<file path="config.mk">
export PLATFORM = sky130hd
export DESIGN_NAME = ppa_ctrl
export DESIGN_NICKNAME = d
export VERILOG_FILES = /design/src/rtl/core/ppa_pkg.sv /design/src/rtl/core/ppa_ctrl.sv
export SDC_FILE = /design/constraint.sdc
export NUM_CORES = 1
export LEC_CHECK = 0
export BUFFER_PORTS_ARGS = -buffer_cell sky130_fd_sc_hd__buf_2
export CAP_MARGIN = 10
export CELL_PAD_IN_SITES_DETAIL_PLACEMENT = 1
export CELL_PAD_IN_SITES_GLOBAL_PLACEMENT = 2
export CORE_UTILIZATION = 29
export CTS_CLUSTER_DIAMETER = 120
export DETAILED_ROUTE_END_ITERATION = 10
export PLACE_DENSITY = 0.84
export SYNTH_ARGS = -nofsm -noshare
export SYNTH_HDL_FRONTEND = slang
export SYNTH_SLANG_ARGS = --single-unit
</file>
<file path="constraint.sdc">
create_clock -name clk -period 4 [get_ports clk]
set_clock_uncertainty 0.2 [all_clocks]
set_input_delay 0.4 -clock clk [delete_from_list [all_inputs] [get_ports clk]]
set_output_delay 0.4 -clock clk [all_outputs]
set_load 0.03 [all_outputs]
</file>
<file path="src/rtl/core/ppa_pkg.sv">
// Shared types and constants for the physical page allocator.
// Holds the request/response payload structs, status codes and the
// command/status bundles between the controller and the datapath.
`default_nettype none

package ppa_pkg;

	// Default sizing of the usage map
	localparam int MAX_PAGES  = 4096;
	localparam int PAGE_SHIFT = 12;

	// Field widths
	localparam int PAGE_W  = 13;
	localparam int ADDR_W  = 32;
	localparam int GADDR_W = 24;
	localparam int IDX_W   = ADDR_W - PAGE_SHIFT;
	localparam int CFG_IDX_W = 2;

	// Configuration reset values
	localparam logic [PAGE_W-1:0] FIRST_PAGE_RST = 13'd256;
	localparam logic [PAGE_W-1:0] PAGE_COUNT_RST = 13'd4096;

	typedef enum logic [CFG_IDX_W-1:0] {
		REG_FIRST_PAGE = 2'd0,
		REG_PAGE_COUNT = 2'd1
	} reg_idx_t;

	typedef enum logic {
		OP_ALLOC   = 1'b0,
		OP_RELEASE = 1'b1
	} op_t;

	typedef enum logic [2:0] {
		ST_OK         = 3'd0,
		ST_OOM        = 3'd1,
		ST_MISALIGNED = 3'd2,
		ST_RANGE      = 3'd3,
		ST_NOT_USED   = 3'd4
	} status_t;

	typedef struct packed {
		logic              operation;
		logic [ADDR_W-1:0] page_address;
	} req_t;

	typedef struct packed {
		logic [GADDR_W-1:0] granted_address;
		status_t            status;
		logic [PAGE_W-1:0]  free_count;
	} rsp_t;

	// Controller to datapath
	typedef struct packed {
		logic take;
		logic clr_wr;
		logic rc_start;
		logic cnt_init;
		logic cnt_next;
		logic rd_en;
		logic rd_rel;
		logic rc_acc;
		logic al_chk;
		logic rel_chk;
		logic rel_reject;
		logic oom;
		logic rsp_load;
	} cmd_t;

	// Datapath to controller
	typedef struct packed {
		logic clr_last;
		logic dirty;
		logic empty;
		logic is_release;
		logic rel_bad;
		logic hit;
		logic last;
		logic rsp_free;
	} sts_t;

endpackage

`default_nettype wire

</file>
<file path="src/rtl/core/ppa_ctrl.sv">
// Sequencing state machine of the page allocator.
// Uses ppa_pkg for the command and status bundles.
`default_nettype none

module ppa_ctrl (
	input  wire logic          clk,
	input  wire logic          arst_n,
	input  wire logic          req_valid,
	output logic               req_ready,
	output ppa_pkg::cmd_t      cmd,
	input  wire ppa_pkg::sts_t sts
);

	typedef enum logic [9:0] {
		S_CLEAR   = 10'b00_0000_0001,
		S_IDLE    = 10'b00_0000_0010,
		S_PREP    = 10'b00_0000_0100,
		S_RC_RD   = 10'b00_0000_1000,
		S_RC_CHK  = 10'b00_0001_0000,
		S_OP      = 10'b00_0010_0000,
		S_AL_RD   = 10'b00_0100_0000,
		S_AL_CHK  = 10'b00_1000_0000,
		S_REL_CHK = 10'b01_0000_0000,
		S_RSP     = 10'b10_0000_0000
	} state_t;

	state_t state_q;
	state_t state_d;

	assign req_ready = (state_q == S_IDLE);

	// Next state and datapath commands
	always_comb begin
		state_d = state_q;
		cmd     = '0;
		case (state_q)
			S_CLEAR: begin
				cmd.clr_wr = 1'b1;
				if (sts.clr_last) begin
					state_d = S_IDLE;
				end
			end
			S_IDLE: begin
				if (req_valid) begin
					cmd.take = 1'b1;
					state_d  = S_PREP;
				end
			end
			S_PREP: begin
				// Recount the in-range usage after a register change
				if (sts.dirty) begin
					cmd.rc_start = 1'b1;
					cmd.cnt_init = 1'b1;
					state_d      = sts.empty ? S_OP : S_RC_RD;
				end else begin
					state_d = S_OP;
				end
			end
			S_RC_RD: begin
				cmd.rd_en = 1'b1;
				state_d   = S_RC_CHK;
			end
			S_RC_CHK: begin
				cmd.rc_acc = 1'b1;
				if (sts.last) begin
					state_d = S_OP;
				end else begin
					cmd.cnt_next = 1'b1;
					state_d      = S_RC_RD;
				end
			end
			S_OP: begin
				if (sts.is_release) begin
					if (sts.rel_bad) begin
						cmd.rel_reject = 1'b1;
						state_d        = S_RSP;
					end else begin
						cmd.rd_en  = 1'b1;
						cmd.rd_rel = 1'b1;
						state_d    = S_REL_CHK;
					end
				end else if (sts.empty) begin
					cmd.oom = 1'b1;
					state_d = S_RSP;
				end else begin
					cmd.cnt_init = 1'b1;
					state_d      = S_AL_RD;
				end
			end
			S_AL_RD: begin
				cmd.rd_en = 1'b1;
				state_d   = S_AL_CHK;
			end
			S_AL_CHK: begin
				cmd.al_chk = 1'b1;
				if (sts.hit || sts.last) begin
					state_d = S_RSP;
				end else begin
					cmd.cnt_next = 1'b1;
					state_d      = S_AL_RD;
				end
			end
			S_REL_CHK: begin
				cmd.rel_chk = 1'b1;
				state_d     = S_RSP;
			end
			S_RSP: begin
				// Hold until the output register can take the result
				if (sts.rsp_free) begin
					cmd.rsp_load = 1'b1;
					state_d      = S_IDLE;
				end
			end
			default: begin
				state_d = S_IDLE;
			end
		endcase
	end

	always_ff @(posedge clk or negedge arst_n) begin
		if (!arst_n) begin
			state_q <= S_CLEAR;
		end else begin
			state_q <= state_d;
		end
	end

endmodule

`default_nettype wire

</file>
Yosys cells after proc, flatten, opt, wreduce, memory -nomap -nowiden:

Cells that the tools add are included.

* multiplexer cells: 36
* equality and inequality tests: 13
* reduce and logical (&&, ||, !) cells: 3

Operator list (number)
* $pmux W10 S10: 1
* $mux W10: 7
* $mux W1: 18
* $mux W6: 3
* $eq A10 B1 Y1 const B: 1
* $eq A10 B10 Y1 const B: 1
* $eq A10 B2 Y1 const B: 1
* $eq A10 B3 Y1 const B: 1
* $eq A10 B4 Y1 const B: 1
* $eq A10 B5 Y1 const B: 1
* $eq A10 B6 Y1 const B: 1
* $eq A10 B7 Y1 const B: 1
* $eq A10 B8 Y1 const B: 1
* $eq A10 B9 Y1 const B: 1
* $mux W2: 4
* $ne A2 B2 Y1 const B: 3
* $pmux W1 S2: 3
* $reduce_and A3 Y1: 1
* $reduce_or A2 Y1: 1
* $logic_or A1 B1 Y1: 1

* input bits: 11
* word-level logic and storage cells: 53
* output and inout port bits: 14
* flip-flop bits (word level): 10

Longest topological paths before layout:

* depth after elaboration: 3
* depth in mapped cells: 6
* depth with buffers taken out: 5

Worst setup path after synthesis:

No wires, ideal clock.

* path type: reg2out
* start: register state_q[2]
* end: output port cmd[7] (netlist name)
* stages on the path, launching flop included: 7
* buffers on the path: 1
* arrival time: 2.120 ns
* required time: 3.400 ns
* setup slack: 1.280 ns
* cells stage by stage: dfrtp_1 > buf_6 > or4_4 > nor4_4 > nand3_4 > nor3b_4 > or3_1

RTL lines
* start: declaration: line ppa_ctrl.sv:27 `state_t state_q;`
* start signal: assignment: line ppa_ctrl.sv:124 `state_q <= state_d;`
* end: declaration: line ppa_ctrl.sv:10 `output ppa_pkg::cmd_t cmd,`

==> summary by stage <==
Run status
The flow ran to the end, and the final reports show no timing, DRC or antenna violations.

Synth
For this run, the register share of the synthesized area comes to 35.3%. The total nets after synthesis is just over 90. After synthesis, the cell types taking the most area are sky130_fd_sc_hd__dfrtp_1 32%, sky130_fd_sc_hd__nor2_1 7.4%, sky130_fd_sc_hd__dfstp_2 3.7%. The total standard cell area after synthesis is 713 um2. Of all flip-flops after synthesis, the portion carrying an async set or reset was 100%.

For this run, the leading register cell type out of synthesis is sky130_fd_sc_hd__dfrtp_1. The top cell type by area accounts for around a third of the synthesized area. The synthesized netlist contains 36 unique library cells. The synthesized design contains 10 register bits. The number of instances in the synthesized netlist is 82. The count of flip-flops with a built-in enable after synthesis is 0. The count of synthesis-stage warnings from yosys is 0. Summed over all instances, the cell type with the most area after synthesis is sky130_fd_sc_hd__dfrtp_1.

The synthesized area per cell is 8.70 um2.

Drt
In the routed design, unresolved DRC markers number 0. Dividing the detail-routed via count by the number of cells gives about 5.2. In this run the remaining antenna-violating nets after routing total 0. The routed length per instance is around 15 um. After detailed routing, the total wire length is roughly 2000 um. The number of optimization iterations in the first detailed-route pass is 4.

For this block, the via count after detailed routing is 718. In this run, the number of DRC markers left after iteration 0 of detailed routing was 11.

Worst setup path
The nature of the critical path endpoint is a primary output. The classification of the worst setup path is reg2out. Data on the critical path arrives at its endpoint at 2310 ps. In this run the worst path has a maximum fanout of 8.

The cell family contributing the most delay on the critical path is simple AND/OR/NAND/NOR gates. The signal on the critical path passes through or4_4 -> nor4_4 -> nand3_4 -> nor3b_4 -> or3_1 -> buf_2. The stage delay of the slowest cell on the critical path is 580 ps. The required time of the worst setup path is 3400 ps.

The kind of launch point of the worst setup path is a register. The critical-path cell with the highest stage delay is sky130_fd_sc_hd__or4_4. Together, buffers and inverters on the worst path number 1.

Pwr
Summed over all cells, the static leakage comes to 0.000469 uW. The cell area power density is approximately 510 nW/um2. The worst ir drop on vdd is around 0.23 mV.

Cells and area
0 antenna diodes ended up in the layout. The register with the most flip-flops is state_q. Summing all multi-input logic gate instances after layout gives 432 um2.

The layout cell share with drive strength beyond 1 is a little over a third. The number of fillers in the final layout is approximately 300. The register with the most flip-flops in the layout has 10 of them. The total number of nets in the final design is 121. In the final layout, flip-flops and latches occupy 251 um2. In the final layout, the registers with the most flip-flops are state_q x10. Relative to the synthesized area, the layout overhead comes to 26.1%.

Timing
The total negative setup slack is 0 ps. The shortest clock period the worst path allows after layout is 2910 ps. Setup violations remaining at the end of the flow were counted as 0. For the pin with the worst max-slew slack, the measured transition is 487 ps. Setup repair after global routing left no endpoint under its margin. The part of the cycle the worst path needs is 72.8%. The tightest slew margin relative to the limit is 67.2%.

The count of endpoints failing hold in the final timing report is 0. The tightest hold path in the finished design has a slack of between 60 and 70 ps. The final max-slew violation count is 0.

Based on the critical path, the design can be clocked at up to 343 MHz.

GRT
The number of global-route vias before repair is 730. The pin count of the biggest net entering global routing is 11. The first global-routing pass estimated 3420 um of wire. For this run, the total global-route usage over all layers was measured as 17.5%. Global routing finished with a remaining overflow of 0. The number of antenna violations at the first check in global routing is 0.

Floorplanning
The die covers around 2700 um2. From left edge to right edge, the die measures slightly above 50 um. The number of top-level pins is 25. The floorplan core area is 2250 um2. The vertical extent of the die is 51.6 um. The placement row count is 17.

The starting utilization of the core area is 31.6%.

Clocking
CTS built an H-tree with a depth of 1. The clock reaches the later pin of the worst-skew pair after 270 ps. The number of clock sinks seen by CTS is 10. The clock buffer count from CTS is 3. The register clock-pin slew on the reported worst setup and hold paths is approximately 70 ps. The TritonCTS clock tree is yes.

The maximum clock path buffer count is 2. The root buffer cell is sky130_fd_sc_hd__clkbuf_4.

Worst hold path
The worst hold path class is in2reg.

Placement
The final RePlAce weighted congestion is 0.768. The final HPWL from detailed placement is 1620 um. The number of buffers added on ports is 24.

Run
Across the run, the number of max-cap violations was 0.
cells in the mapped netlist (2+ instances only):
master and count:
sky130_fd_sc_hd__nor2_1 14, sky130_fd_sc_hd__dfrtp_1 9, sky130_fd_sc_hd__nand2_1 6, sky130_fd_sc_hd__inv_1 4
sky130_fd_sc_hd__and2_1 3, sky130_fd_sc_hd__and3_2 3, sky130_fd_sc_hd__nor2b_1 3, sky130_fd_sc_hd__nor3_1 3
sky130_fd_sc_hd__nor4_1 3, sky130_fd_sc_hd__o21ai_0 3, sky130_fd_sc_hd__nand3_1 2, sky130_fd_sc_hd__nand4_1 2
sky130_fd_sc_hd__nor3b_1 2, sky130_fd_sc_hd__or3_1 2, sky130_fd_sc_hd__xor2_1 2
final cells by class:
type                    instances  share of cell area (%)
repair buffers                 25                    14.5
inverters                       4                    1.67
multi-input cells              66                    48.0
well taps                      28                    3.89
flip-flops and latches         10                    28.0
clock buffers                   4                    4.03
where the power goes:
group	leakage, uW	internal [uW]	switching (uW)
Combinational	0.000316	83.0	126
Sequential	0.000132	115	34.9
Clock	0.0000210	55.4	40.1
Total	0.000469	253	201
metrics by stage:
stage               setup slack [ps]  total power, uW  instances  area [um2]  util, %
detailed placement              1410              358        132         853     37.8
global placement                1410              352        132         853     37.8
global route                     955              488        137         900     39.9
finish                          1090              454        137         900     39.9
floorplan                       1280              311         82         713        -
CTS                             1080              457        137         900     39.9
layout by cell type (no fill, tap or decap):
cell type,n
sky130_fd_sc_hd__a21oi_1,1
sky130_fd_sc_hd__a22o_1,1
sky130_fd_sc_hd__a32oi_1,1
sky130_fd_sc_hd__and2_1,3
sky130_fd_sc_hd__and3_1,1
sky130_fd_sc_hd__and3_2,3
sky130_fd_sc_hd__and4_1,1
sky130_fd_sc_hd__and4b_2,1
sky130_fd_sc_hd__buf_2,24
sky130_fd_sc_hd__clkbuf_4,3
sky130_fd_sc_hd__clkbuf_8,1
sky130_fd_sc_hd__dfrtp_1,9
sky130_fd_sc_hd__dfstp_2,1
sky130_fd_sc_hd__dlygate4sd3_1,1
sky130_fd_sc_hd__inv_1,4
sky130_fd_sc_hd__nand2_1,6
sky130_fd_sc_hd__nand2b_1,1
sky130_fd_sc_hd__nand3_1,2
sky130_fd_sc_hd__nand3_4,1
sky130_fd_sc_hd__nand4_1,2
sky130_fd_sc_hd__nor2_1,14
sky130_fd_sc_hd__nor2b_1,3
sky130_fd_sc_hd__nor3_1,3
sky130_fd_sc_hd__nor3_2,1
sky130_fd_sc_hd__nor3b_1,2
sky130_fd_sc_hd__nor3b_4,1
sky130_fd_sc_hd__nor4_1,3
sky130_fd_sc_hd__nor4_4,1
sky130_fd_sc_hd__nor4b_1,1
sky130_fd_sc_hd__o211ai_1,1
sky130_fd_sc_hd__o21ai_0,3
sky130_fd_sc_hd__o31ai_1,1
sky130_fd_sc_hd__or2_2,1
sky130_fd_sc_hd__or3_1,2
sky130_fd_sc_hd__or4_1,1
sky130_fd_sc_hd__or4_4,1
sky130_fd_sc_hd__xnor2_1,1
sky130_fd_sc_hd__xor2_1,2
path summary, 6_finish.rpt:
path / from / to / slack (ps) / depth (start not counted)
setup reg to reg: state_q[3] / state_q[1] / 1800 / 5
hold reg to reg: state_q[8] / state_q[4] / 440 / 1
setup / recovery: state_q[2] / cmd[7] / 1090 / 6
min in group asynchronous: arst_n / state_q[1] / 310 / 2
max in group asynchronous: arst_n / state_q[0] / 3020 / 2
hold / removal: sts[7] / state_q[0] / 60 / 2
repair_timing:
action / CTS / global route
setup buffers: 0 / 0
resized for setup: 0 / 0
endpoints found under the hold margin: 9 / 0
hold buffers: 1 / 0
endpoints found under the setup margin: 0 / 0
kinds of logic (layout without fill, tap and decap cells):
family	count (synthesis)	after routing	share of synthesized area [%]
buf+inv	6	33	4.21
simple gates	55	55	49.5
compound gates	8	8	7.37
xor+xnor	3	3	3.68
flops	10	10	35.3
routing by layer:
layer / global-route usage [%] / vias to the layer above / share of wire (%)
li1: - / 346 / -
met1: 22.5 / 346 / 47
met2: 29.9 / 26 / 47
met3: 5.26 / 0 / 6.1
met4: 1.35 / 0 / 0
met5: 0 / - / 0
Power figures use the tool's default switching activity.
